$ cat src/design/amacal_pkg.sv
`timescale 1ns / 1ps
`default_nettype none
package amacal_pkg;

  localparam int DEF_WINDOW_DEPTH   = 15;
  localparam int DEF_SAMPLE_WIDTH   = 16;
  localparam int DEF_COEF_FRAC_BITS = 12;

  localparam int AXES      = 3;
  localparam int LANE_W    = 16;
  localparam int CFG_W     = 48;
  localparam int CFG_IDX_W = 2;

  localparam logic [1:0] AXIS_X = 2'd0;
  localparam logic [1:0] AXIS_Y = 2'd1;
  localparam logic [1:0] AXIS_Z = 2'd2;

  typedef enum logic [CFG_IDX_W-1:0] {
    REG_CAL_ROW_X   = 2'd0,
    REG_CAL_ROW_Y   = 2'd1,
    REG_CAL_ROW_Z   = 2'd2,
    REG_CAL_OFFSETS = 2'd3
  } cfg_reg_t;

  // identity matrix in Q12, offsets 40, 0, -10
  localparam logic [CFG_W-1:0] RST_CAL_ROW_X   = 48'h0000_0000_1000;
  localparam logic [CFG_W-1:0] RST_CAL_ROW_Y   = 48'h0000_1000_0000;
  localparam logic [CFG_W-1:0] RST_CAL_ROW_Z   = 48'h1000_0000_0000;
  localparam logic [CFG_W-1:0] RST_CAL_OFFSETS = 48'hFFF6_0000_0028;

endpackage
`default_nettype wire

$ cat src/design/amacal_div.sv
`timescale 1ns / 1ps
`default_nettype none
module amacal_div
  import amacal_pkg::*;
#(
  parameter int SUM_W = 20,
  parameter int DIV_W = 4,
  parameter int Q_W   = 16
) (
  input  wire logic                    clk,
  input  wire logic                    rst,
  input  wire logic                    start,
  input  wire logic signed [SUM_W-1:0] dividend [AXES],
  input  wire logic        [DIV_W-1:0] divisor,
  output logic                         done,
  output logic signed [Q_W-1:0]        quot [AXES]
);

  localparam int CNT_W = $clog2(SUM_W);

  logic             busy;
  logic [CNT_W-1:0] cnt;
  logic             neg      [AXES];
  logic [SUM_W-1:0] q        [AXES];
  logic [DIV_W-1:0] rem      [AXES];
  logic [SUM_W-1:0] q_next   [AXES];
  logic [DIV_W-1:0] rem_next [AXES];
  logic [DIV_W:0]   trial    [AXES];
  logic [SUM_W-1:0] q_signed [AXES];

  always_ff @(posedge clk) begin
    if (rst) begin
      busy <= 1'b0;
      done <= 1'b0;
      cnt  <= '0;
    end else begin
      done <= 1'b0;
      if (start) begin
        busy <= 1'b1;
        cnt  <= '0;
      end else if (busy) begin
        cnt <= cnt + 1'b1;
        if (cnt == CNT_W'(SUM_W - 1)) begin
          busy <= 1'b0;
          done <= 1'b1;
        end
      end
    end
  end

  // restoring division of magnitudes, one quotient bit per cycle on all axes
  always_comb begin
    for (int a = 0; a < AXES; a++) begin
      trial[a] = {rem[a], q[a][SUM_W-1]};
      if (trial[a] >= {1'b0, divisor}) begin
        rem_next[a] = DIV_W'(trial[a] - {1'b0, divisor});
        q_next[a]   = {q[a][SUM_W-2:0], 1'b1};
      end else begin
        rem_next[a] = trial[a][DIV_W-1:0];
        q_next[a]   = {q[a][SUM_W-2:0], 1'b0};
      end
      q_signed[a] = neg[a] ? (~q[a] + 1'b1) : q[a];
      quot[a]     = signed'(q_signed[a][Q_W-1:0]);
    end
  end

  always_ff @(posedge clk) begin
    for (int a = 0; a < AXES; a++) begin
      if (start) begin
        neg[a] <= dividend[a][SUM_W-1];
        q[a]   <= dividend[a][SUM_W-1] ? (~dividend[a] + 1'b1) : dividend[a];
        rem[a] <= '0;
      end else if (busy) begin
        q[a]   <= q_next[a];
        rem[a] <= rem_next[a];
      end
    end
  end

endmodule
`default_nettype wire

$ cat src/design/accel_moving_average_calibrate.sv
// Three-axis moving average with 3x3 calibration matrix and per-axis offsets.
// Input channel s_*: one word per sample, x, y, z signed in s_tdata.
// Output channel m_*: one word per input: calibrated x, y, z averages,
// saturated to the sample range, and the number of samples averaged.
// Configuration: cfg_we/cfg_addr/cfg_wdata write the three Q12 matrix rows
// (index 0..2) and the packed offsets (index 3); write only
// while the block is idle.
// The block holds one word at a time. After a word is taken come a window
// update, a bit-serial divider taking one quotient bit per cycle on all
// axes, then one shared multiplier doing the nine products one per cycle,
// after which m_tvalid rises. s_tready is high only while idle; the next
// word can be taken in the cycle after the result is taken. A stalled
// receiver holds the result in the output register and keeps s_tready
// low. Reset clears the window count, write pointer and sums and reloads
// the identity matrix with offsets 40, 0, -10; window contents are not
// cleared and are never used before written.
`timescale 1ns / 1ps
`default_nettype none
module accel_moving_average_calibrate
  import amacal_pkg::*;
#(
  parameter int WINDOW_DEPTH   = DEF_WINDOW_DEPTH,
  parameter int SAMPLE_WIDTH   = DEF_SAMPLE_WIDTH,
  parameter int COEF_FRAC_BITS = DEF_COEF_FRAC_BITS,
  localparam int FILL_W = $clog2(WINDOW_DEPTH + 1),
  localparam int IN_W   = ((AXES * SAMPLE_WIDTH + 7) / 8) * 8,
  localparam int OUT_W  = ((AXES * SAMPLE_WIDTH + FILL_W + 7) / 8) * 8
) (
  input  wire logic                 clk,
  input  wire logic                 rst,
  input  wire logic                 s_tvalid,
  output logic                      s_tready,
  // sample_x, sample_y, sample_z
  input  wire logic [IN_W-1:0]      s_tdata,
  output logic                      m_tvalid,
  input  wire logic                 m_tready,
  // filtered_x, filtered_y, filtered_z, window_fill
  output logic [OUT_W-1:0]          m_tdata,
  input  wire logic                 cfg_we,
  input  wire logic [CFG_IDX_W-1:0] cfg_addr,
  input  wire logic [CFG_W-1:0]     cfg_wdata
);

  localparam int SW     = SAMPLE_WIDTH;
  localparam int SUM_W  = SW + FILL_W;
  localparam int WP_W   = (WINDOW_DEPTH > 1) ? $clog2(WINDOW_DEPTH) : 1;
  localparam int PROD_W = LANE_W + SW;
  localparam int ACC_W  = LANE_W + 2 + ((SW > COEF_FRAC_BITS) ? SW : COEF_FRAC_BITS);
  localparam logic signed [ACC_W-1:0] SAT_HI = ACC_W'((64'sd1 <<< (SW - 1)) - 64'sd1);
  localparam logic signed [ACC_W-1:0] SAT_LO = -SAT_HI - ACC_W'(1);

  typedef enum logic [2:0] {
    ST_IDLE, ST_UPD, ST_DIV_GO, ST_DIV, ST_MAC, ST_DRAIN, ST_OUT
  } state_t;

  state_t state;

  logic [CFG_W-1:0] cal_row_x, cal_row_y, cal_row_z, cal_offsets;

  logic [WP_W-1:0]   wp;
  logic [FILL_W-1:0] occ;
  logic              full;
  logic signed [SUM_W-1:0] sums [AXES];

  logic [AXES*SW-1:0] win_mem [WINDOW_DEPTH];
  logic [AXES*SW-1:0] old_word;
  logic signed [SW-1:0] smp     [AXES];
  logic signed [SW-1:0] smp_in  [AXES];
  logic signed [SW-1:0] old_smp [AXES];
  logic signed [SW-1:0] avg     [AXES];
  logic signed [SW-1:0] quot    [AXES];
  logic signed [SW-1:0] res     [AXES];

  logic s_accept;
  logic div_start, div_done;

  logic [1:0] a_idx, j_idx, prow;
  logic       pv, pfirst, plast;

  logic [CFG_W-1:0]         row_sel;
  logic signed [LANE_W-1:0] coef;
  logic signed [LANE_W-1:0] off_sel;
  logic signed [SW-1:0]     avg_sel;
  logic signed [PROD_W-1:0] prod;
  logic signed [ACC_W-1:0]  acc, acc_base, acc_sum, acc_shr;
  logic signed [SW-1:0]     sat_val;

  assign s_tready  = (state == ST_IDLE);
  assign s_accept  = s_tvalid && s_tready;
  assign div_start = (state == ST_DIV_GO);
  assign full      = (occ == FILL_W'(WINDOW_DEPTH));
  assign m_tdata   = OUT_W'({occ, res[2], res[1], res[0]});

  always_comb begin
    for (int a = 0; a < AXES; a++) begin
      smp_in[a]  = signed'(s_tdata[a*SW +: SW]);
      old_smp[a] = signed'(old_word[a*SW +: SW]);
    end
  end

  // configuration registers
  always_ff @(posedge clk) begin
    if (rst) begin
      cal_row_x   <= RST_CAL_ROW_X;
      cal_row_y   <= RST_CAL_ROW_Y;
      cal_row_z   <= RST_CAL_ROW_Z;
      cal_offsets <= RST_CAL_OFFSETS;
    end else if (cfg_we) begin
      unique case (cfg_reg_t'(cfg_addr))
        REG_CAL_ROW_X:   cal_row_x   <= cfg_wdata;
        REG_CAL_ROW_Y:   cal_row_y   <= cfg_wdata;
        REG_CAL_ROW_Z:   cal_row_z   <= cfg_wdata;
        REG_CAL_OFFSETS: cal_offsets <= cfg_wdata;
        default: ;
      endcase
    end
  end

  // sample window
  always_ff @(posedge clk) begin
    if (s_accept) begin
      old_word <= win_mem[wp];
    end
    if (state == ST_UPD) begin
      win_mem[wp] <= {smp[2], smp[1], smp[0]};
    end
  end

  amacal_div #(
    .SUM_W (SUM_W),
    .DIV_W (FILL_W),
    .Q_W   (SW)
  ) u_div (
    .clk      (clk),
    .rst      (rst),
    .start    (div_start),
    .dividend (sums),
    .divisor  (occ),
    .done     (div_done),
    .quot     (quot)
  );

  // shared multiply-accumulate
  always_comb begin
    unique case (a_idx)
      AXIS_X:  row_sel = cal_row_x;
      AXIS_Y:  row_sel = cal_row_y;
      default: row_sel = cal_row_z;
    endcase
    coef     = signed'(row_sel[j_idx*LANE_W +: LANE_W]);
    avg_sel  = avg[j_idx];
    off_sel  = signed'(cal_offsets[prow*LANE_W +: LANE_W]);
    acc_base = pfirst ? (ACC_W'(off_sel) <<< COEF_FRAC_BITS) : acc;
    acc_sum  = acc_base + ACC_W'(prod);
    acc_shr  = acc_sum >>> COEF_FRAC_BITS;
    if (acc_shr > SAT_HI) begin
      sat_val = SAT_HI[SW-1:0];
    end else if (acc_shr < SAT_LO) begin
      sat_val = SAT_LO[SW-1:0];
    end else begin
      sat_val = acc_shr[SW-1:0];
    end
  end

  always_ff @(posedge clk) begin
    if (rst) begin
      state    <= ST_IDLE;
      m_tvalid <= 1'b0;
      wp       <= '0;
      occ      <= '0;
      a_idx    <= AXIS_X;
      j_idx    <= AXIS_X;
      pv       <= 1'b0;
      pfirst   <= 1'b0;
      plast    <= 1'b0;
      prow     <= AXIS_X;
      for (int a = 0; a < AXES; a++) begin
        sums[a] <= '0;
      end
    end else begin
      pv     <= (state == ST_MAC);
      pfirst <= (j_idx == AXIS_X);
      plast  <= (j_idx == AXIS_Z);
      prow   <= a_idx;
      unique case (state)
        ST_IDLE: begin
          if (s_tvalid) begin
            state <= ST_UPD;
          end
        end
        ST_UPD: begin
          for (int a = 0; a < AXES; a++) begin
            sums[a] <= sums[a] - (full ? SUM_W'(old_smp[a]) : SUM_W'(0)) + SUM_W'(smp[a]);
          end
          if (!full) begin
            occ <= occ + 1'b1;
          end
          wp    <= (wp == WP_W'(WINDOW_DEPTH - 1)) ? '0 : wp + 1'b1;
          state <= ST_DIV_GO;
        end
        ST_DIV_GO: state <= ST_DIV;
        ST_DIV: begin
          if (div_done) begin
            a_idx <= AXIS_X;
            j_idx <= AXIS_X;
            state <= ST_MAC;
          end
        end
        ST_MAC: begin
          if (j_idx == AXIS_Z) begin
            j_idx <= AXIS_X;
            if (a_idx == AXIS_Z) begin
              state <= ST_DRAIN;
            end else begin
              a_idx <= a_idx + 1'b1;
            end
          end else begin
            j_idx <= j_idx + 1'b1;
          end
        end
        ST_DRAIN: begin
          m_tvalid <= 1'b1;
          state    <= ST_OUT;
        end
        ST_OUT: begin
          if (m_tready) begin
            m_tvalid <= 1'b0;
            state    <= ST_IDLE;
          end
        end
        default: state <= ST_IDLE;
      endcase
    end
  end

  always_ff @(posedge clk) begin
    if (s_accept) begin
      for (int a = 0; a < AXES; a++) begin
        smp[a] <= smp_in[a];
      end
    end
    if (div_done) begin
      for (int a = 0; a < AXES; a++) begin
        avg[a] <= quot[a];
      end
    end
    prod <= coef * avg_sel;
    if (pv) begin
      acc <= acc_sum;
      if (plast) begin
        res[prow] <= sat_val;
      end
    end
  end

endmodule
`default_nettype wire

$ cat config.mk
export PLATFORM = sky130hd
export DESIGN_NAME = accel_moving_average_calibrate
export DESIGN_NICKNAME = d
export VERILOG_FILES = /design/src/design/amacal_pkg.sv /design/src/design/amacal_div.sv /design/src/design/accel_moving_average_calibrate.sv
export SDC_FILE = /design/constraint.sdc
export NUM_CORES = 2
export LEC_CHECK = 0
export BUFFER_PORTS_ARGS = -buffer_cell sky130_fd_sc_hd__buf_4
export CAP_MARGIN = 20
export CORE_AREA = 4 4 413 313
export CTS_BUF_LIST = sky130_fd_sc_hd__clkbuf_8
export DETAILED_ROUTE_END_ITERATION = 8
export DIE_AREA = 0 0 417 317
export HOLD_SLACK_MARGIN = 0.1
export PLACE_DENSITY = 0.71
export SLEW_MARGIN = 20
export SYNTH_ARGS = -nofsm -noshare
export SYNTH_HDL_FRONTEND = slang
export SYNTH_SLANG_ARGS = --single-unit
export TNS_END_PERCENT = 20
$ cat constraint.sdc
create_clock -name clk -period 18.6 [get_ports clk]
set_input_delay 1.86 -clock clk [delete_from_list [all_inputs] [get_ports clk]]
set_output_delay 1.86 -clock clk [all_outputs]
set_load 0.01 [all_outputs]
======== Yosys cells after proc, flatten, opt, wreduce, memory -nomap -nowiden ========
Memories as Yosys holds them, arrays and structs flattened. A register that Yosys moved wholly into a read port is not among the register bits.
Cells that the tools add are included.
operators by class
  add/sub/neg operators ................... 21
  multipliers ............................. 1
  $lt $le $gt $ge ......................... 5
  equal/unequal tests ..................... 21
  shifts and indexed selects .............. 2
  muxes and demuxes ....................... 60
  bitwise gates (word level) .............. 14
  reduce and logical (&&, ||, !) cells .... 18
operators with widths
  cell                                                          number
  2-to-1 mux 20 bit                                             9
  one-hot mux 48 bit (2 select lines)                           1
  indexed part select 48 x 7 -> 16 bit                          2
  2-to-1 mux 16 bit                                             5
  adder 20 x 1 -> 20 bit, second input constant                 3
  adder 20 x 16 -> 20 bit                                       3
  inverter 20 bit                                               3
  subtractor 20 bit                                             3
  adder 16 x 1 -> 16 bit, second input constant                 3
  inverter 16 bit                                               3
  adder 34 x 32 -> 34 bit                                       1
  2-to-1 mux 34 bit                                             1
  multiplier 16 x 16 -> 32 bit                                  1
  2-to-1 mux 4 bit                                              7
  > comparator 22 x 16 -> 1 bit, second input constant          1
  less-than comparator 22 x 16 -> 1 bit, second input constant  1
  2-to-1 mux 1 bit                                              22
  one-hot mux 3 bit (7 select lines)                            1
  >= comparator 5 x 4 -> 1 bit                                  3
  2-to-1 mux 3 bit                                              5
  AND reduction 2 bit                                           7
  2-to-1 mux 2 bit                                              6
  subtractor 4 bit                                              3
  equality test 3 bit, second input constant                    3
  other kinds (23)                                              45
word-level totals
  flip-flop bits (word level) ............. 346
  RAM bits ................................ 939
  input port bits ......................... 103
  output and inout bits ................... 58
  word-level logic and storage cells ...... 171
  memories ................................ 7
memories
  memory       words  bits a word  read ports  clocked after memory_dff  write ports  line                                  text
  win_mem      15     48           1           1                         1            accel_moving_average_calibrate.sv:65  logic [AXES*SW-1:0] win_mem [WINDOW_DEPTH];
  u_div.q      3      20           3           0                         3            amacal_div.sv:24                      logic [SUM_W-1:0] q [AXES];
  avg          3      16           1           1                         3            accel_moving_average_calibrate.sv:70  logic signed [SW-1:0] avg [AXES];
  res          3      16           3           0                         1            accel_moving_average_calibrate.sv:72  logic signed [SW-1:0] res [AXES];
  smp          3      16           3           0                         3            accel_moving_average_calibrate.sv:67  logic signed [SW-1:0] smp [AXES];
  u_div.rem    3      4            3           0                         3            amacal_div.sv:25                      logic [DIV_W-1:0] rem [AXES];
  +1 memories  n/a    n/a          n/a         n/a                       n/a          n/a

======== Depth between registers and ports, before layout ========
  depth after elaboration ................. 6
  depth in mapped cells ................... 32

======== Modules after synthesis ========
Synthesis repeated with hierarchy kept, for this count alone.
second synthesis, totals
  cell total of the unflattened synthesis .. 5614
  area total of the unflattened synthesis .. 68650.8 um2
by module, submodules not included
  module                          instances  cells an instance  area each (um2)  seq. area each (um2)
  accel_moving_average_calibrate  1          4950               62489.9          34553.1
  amacal_div                      1          664                6160.9           2392.3

======== Worst setup path before layout ========
OpenSTA, ideal clock, no wires.
  kind .................................... reg-to-reg
  start ................................... register a_idx[0]
  end ..................................... register prod[31]
  library setup time ...................... 0.118 ns
  data arrival time ....................... 7.432 ns
  required time ........................... 18.482 ns
  setup slack ............................. 11.050 ns
  cell stages (with the launch flop) ...... 33
  period minus slack after synthesis ...... 7.550 ns
  path through ............................ dfxtp_1 > inv_1 > ha_1 > nor2_1 > clkbuf_1 > clkbuf_1 > buf_1 > nand2_1 > a21oi_1 > o21a_1 > clkbuf_1 > nand2_1 > fa_1 > inv_1 > fa_1 > inv_1 > fa_1 > inv_1 > fa_1 > fa_1 > inv_1 > fa_1 > inv_1 > ha_1 > and2_1 > nand2_1 > a211oi_1 > o31ai_1 > o31ai_1 > nand3_1 > a21o_1 > a311o_1 > xnor2_1
between the ends
  longest elaborated chain between the ends .. 4
  elaborated cells on any way between the ends .. 5
ends and longest elaborated chain
  what                                                                    line                                   text
  from (decl)                                                             accel_moving_average_calibrate.sv:77   logic [1:0] a_idx, j_idx, prow;
  from (signal assigned)                                                  accel_moving_average_calibrate.sv:215  a_idx <= a_idx + 1'b1;
  equality test 2 x 1 -> 1 bit / zero test 2 bit (equally long branches)  accel_moving_average_calibrate.sv:145  unique case (a_idx)
  one-hot mux 48 bit (2 select lines) (*)                                 accel_moving_average_calibrate.sv:145
  indexed part select 48 x 7 -> 16 bit (*)                                accel_moving_average_calibrate.sv:150  coef = signed'(row_sel[j_idx*LANE_W +: LANE_W]);
  multiplier 16 x 16 -> 32 bit (*)                                        accel_moving_average_calibrate.sv:247  prod <= coef * avg_sel;
  to (signal assigned)                                                    accel_moving_average_calibrate.sv:247
  to (decl)                                                               accel_moving_average_calibrate.sv:84   logic signed [PROD_W-1:0] prod;
Mark *: on every way between the ends. The rest lies on a longest branch, timed or not.
A chain may end at the register's enable or synchronous reset.

======== Worst setup path in the final report ========
  start ................................... register a_idx[0]
  end ..................................... register prod[25]
The elaborated chain is that of the path after synthesis.

==> results.toml <==
[floorplan]
die_w_um = 417
ios = 161
num_rows = 113
start_util_pct = 54.5
coreArea_mm2 = 0.126
die_area_mm2 = 0.132
die_y_um = 317

[sta]
setup_tns_ns = 0
slew-limit-headroom_pct = 22.8
post-route-period-util_pct = 46.2
worstMarginPinSlew_ns = 1.15
setup_viol = 0
rsz0062_at_grt = "false"
final-hold-violation-count = 0
fmaxAchievable_mhz = 116
worst_slack_ns = 10.01
maxSlewViolCount = 0
min_period_ns = 8.59
worst_clock_skew_ns = 0.0542

[drt]
met1_length_um = 71300
drc = 0
routed_via_density = 5.74
antenna_left = 0
detail_route.wl_per_cell_um = 21.2
firstDrtPassIters = 6
route.met3.wl_um = 13300
vias = 44000
drt-initial-drc-count = 4885
drt-total-wl_um = 162000
dr_wl_met2_um = 73900
highest_layer = "met5"

[placed_design]
port_buffers = 156
place_inst = 7290
routabilityCongestion = 0.921
post-dp-hpwl_um = 106000
postPlaceCellArea_mm2 = 0.0715
dp_slack_ns = 10.22

[worst_setup_path]
r2r-end = "prod[25]"
critPathArrivalTime_ns = 9.41
worstSetupStartpoint = "a_idx[0]"
crit_path_frequent_cell = "fa_1"
reg2reg_slack_ns = 10.01
r2r-start = "a_idx[0]"
worstPathRequired_ns = 19.42
reg2reg_depth = 28
cp-end-kind = "register"
max_stage_delay_ns = 0.60
crit_fanout = 49
worstSetupPathType = "reg -> reg"
crit_slowest_cell = "a221oi_1"
start_kind = "register"
endpoint = "prod[25]"

[power_and_ir_drop]
clock_power_share_pct = 29.2
pwr-share-comb_pct = 23.3
power.internal_mw = 5.29
powerDensity_mw_per_mm2 = 102
p_switching_mw = 2.36
switching_share_pct = 30.8
p_leak_nw = 28.0
seqPwrFrac_pct = 47.4
ir_worst_vdd_mv = 0.100

[final_layout]
regMostFlops = "win_mem"
largest_reg_flops = 720
final_cells = 7659
drive_above_1_share_pct = 12.5
finalNetCount = 6450
stdcell_area_mm2 = 0.0752
area_growth_pct = 9.98
fill_cells = 9918
top_regs = "win_mem: 720 flops, sums: 60 flops, u_div.q: 60 flops"

[yosys]
synth_xor_area_share_pct = 2.61
synth.distinct_cells = 79
syn-cell-area_mm2 = 0.0684
synth_edf_count = 1021
dominantRegCellSynth = "edfxtp_1"
ys_warn_count = 0
synth_fa_ha_area_share_pct = 13.1
synth_compound_area_share_pct = 7.97
ys_seq_elements = 1335
ys_async_sr_fraction_pct = 0
synth_top_family_by_area = "adder cells"
synth_cells = 5644
muxShareOfSynthArea_pct = 7.61
yosysSeqAreaShare_pct = 54.0
avgSynthCellArea_um2 = 12.1
synth-simple-area-share_pct = 9.95

[global_routing]
overflow = 0
grt_pass1_wl_um = 254000
grt_pass1_vias = 43700
grt_max_degree = 145
antenna_found_initial = 4
grt_usage_pct = 24.9

[worst_hold_path]
hp-class = "reg -> reg"

[clock_tree]
clk_pin_slew_ns = 0.06
root_buffer = "clkbuf_8"
postCtsSetupRepairBufs = 0
clock_latency_ns = 0.94
clockBufferDepth = 3
hold_buffers = 0
cts_resized = 0
htree_levels = 4
cts_buffers = 198
clkSinkCount = 1335
cts_tree = "yes"

[run_status]
status = "finished clean"

[job]
maxCapViolCount = 0
layout by cell type (no fill, tap or decap), types with 38 or more instances in the layout:
master,n
edfxtp_1,1021
nand2_1,844
inv_1,662
a21oi_1,406
fa_1,324
dfxtp_1,309
nor2_1,257
buf_4,233
clkbuf_8,211
ha_1,195
mux4_2,192
o21ai_0,185
xnor2_1,167
mux2i_1,86
and2_1,86
nor2b_1,58
nor3_1,56
nand3_1,53
clkinv_1,47
o31ai_1,38
critical path, delay by kind of cell, from the launching register on:
family	cells	cell delay, ns
DFF	1	0.37
AOI/OAI and AO/OA	9	2.72
and+or+nand+nor	4	1.26
adders and majority gates	8	2.98
xor gates and xnor gates	1	0.15
buffers and inverters	6	1.01
area by class of cell:
type / count / area, um2 / share of cell area (%)
timing repair buffer: 238 / 1840 / 2.44
tap: 1667 / 2090 / 2.77
inverter: 599 / 2250 / 2.99
multi-input combinational: 3454 / 28400 / 37.8
clock buffer: 209 / 2880 / 3.82
sequential: 1335 / 37000 / 49.1
clock inverter: 150 / 798 / 1.06
antenna: 7 / 17.5 / 0.0233
routing by layer:
layer,vias up,track usage (%)
met5,-,0
met4,2,6.56
met3,248,4.72
met2,1738,38.6
met1,21900,36.5
li1,20100,-
power by group through the flow:
stage	combinational [mW]	sequential (mW)	clock (mW)
floorplan	1.38	3.61	0
global placement	1.73	3.68	0
finish	1.78	3.62	2.24
CTS	1.78	3.62	2.28
detailed placement	1.77	3.68	0
global route	2.00	3.64	2.43
Yosys cell counts (all sizes together), types with 8 or more instances:
cell    number  share of area [%]
fa         324                9.5
a222oi       9               0.13
nor2b       58               0.53
mux2i       86                1.3
mux4       192                6.3
nand3       53               0.39
or3         29               0.27
a21o        37               0.41
o31ai       38               0.42
o21bai      10               0.11
or4         11               0.13
inv        598                3.3
ha         197                3.6
nand4       22               0.20
nand2      844                4.6
clkbuf     227                1.2
nor3        61               0.45
a21oi      408                3.0
a211oi      19               0.21
o21ai      207                1.5
xnor2      167                2.1
nand2b      34               0.31
a221oi      26               0.33
and2        87               0.80
edfxtp    1021                 45
or2         11               0.10
and3        17               0.16
o21a        31               0.34
nor2       273                1.5
buf         32               0.22
o41ai        8               0.10
dfxtp      314                9.2
xor2        37               0.47
a22oi       18               0.20
o211ai      12               0.13
a31oi        9              0.082
o22ai       18               0.27
nand3b      27               0.30
through the flow:
| step | power, mW | hold slack (ns) | util, % |
|---|---|---|---|
| 3_5_place_dp | 5.45 | 0.446 | 56.9 |
| 6_report | 7.64 | 0.454 | 59.9 |
| 5_1_grt | 8.07 | 0.470 | 59.9 |
| 3_3_place_gp | 5.40 | 0.438 | 56.9 |
| 2_1_floorplan | 4.99 | 0.432 | - |
| 4_1_cts | 7.68 | 0.455 | 59.9 |
cell families after synthesis:
group / count (synthesis)
buf+inv: 858
compound gates: 903
fa+ha+maj: 521
simple gates: 1542
other cells: 1
xor+xnor: 204
mux: 280
flops: 1335
how the worst min path moves through the flow:
stage | startpoint | endpoint | slack [ns] | cells past startpoint
2_1_floorplan | sums[17] | sums[17] | 0.43 | 2
3_3_place_gp | sums[22] | sums[22] | 0.44 | 2
3_5_place_dp | cal_row_y[15] | cal_row_y[15] | 0.45 | 2
4_1_cts | cal_offsets[28] | cal_offsets[28] | 0.45 | 2
5_1_grt | cal_offsets[28] | cal_offsets[28] | 0.47 | 2
6_report | sums[35] | sums[35] | 0.45 | 2
Power figures use the tool's default switching activity.
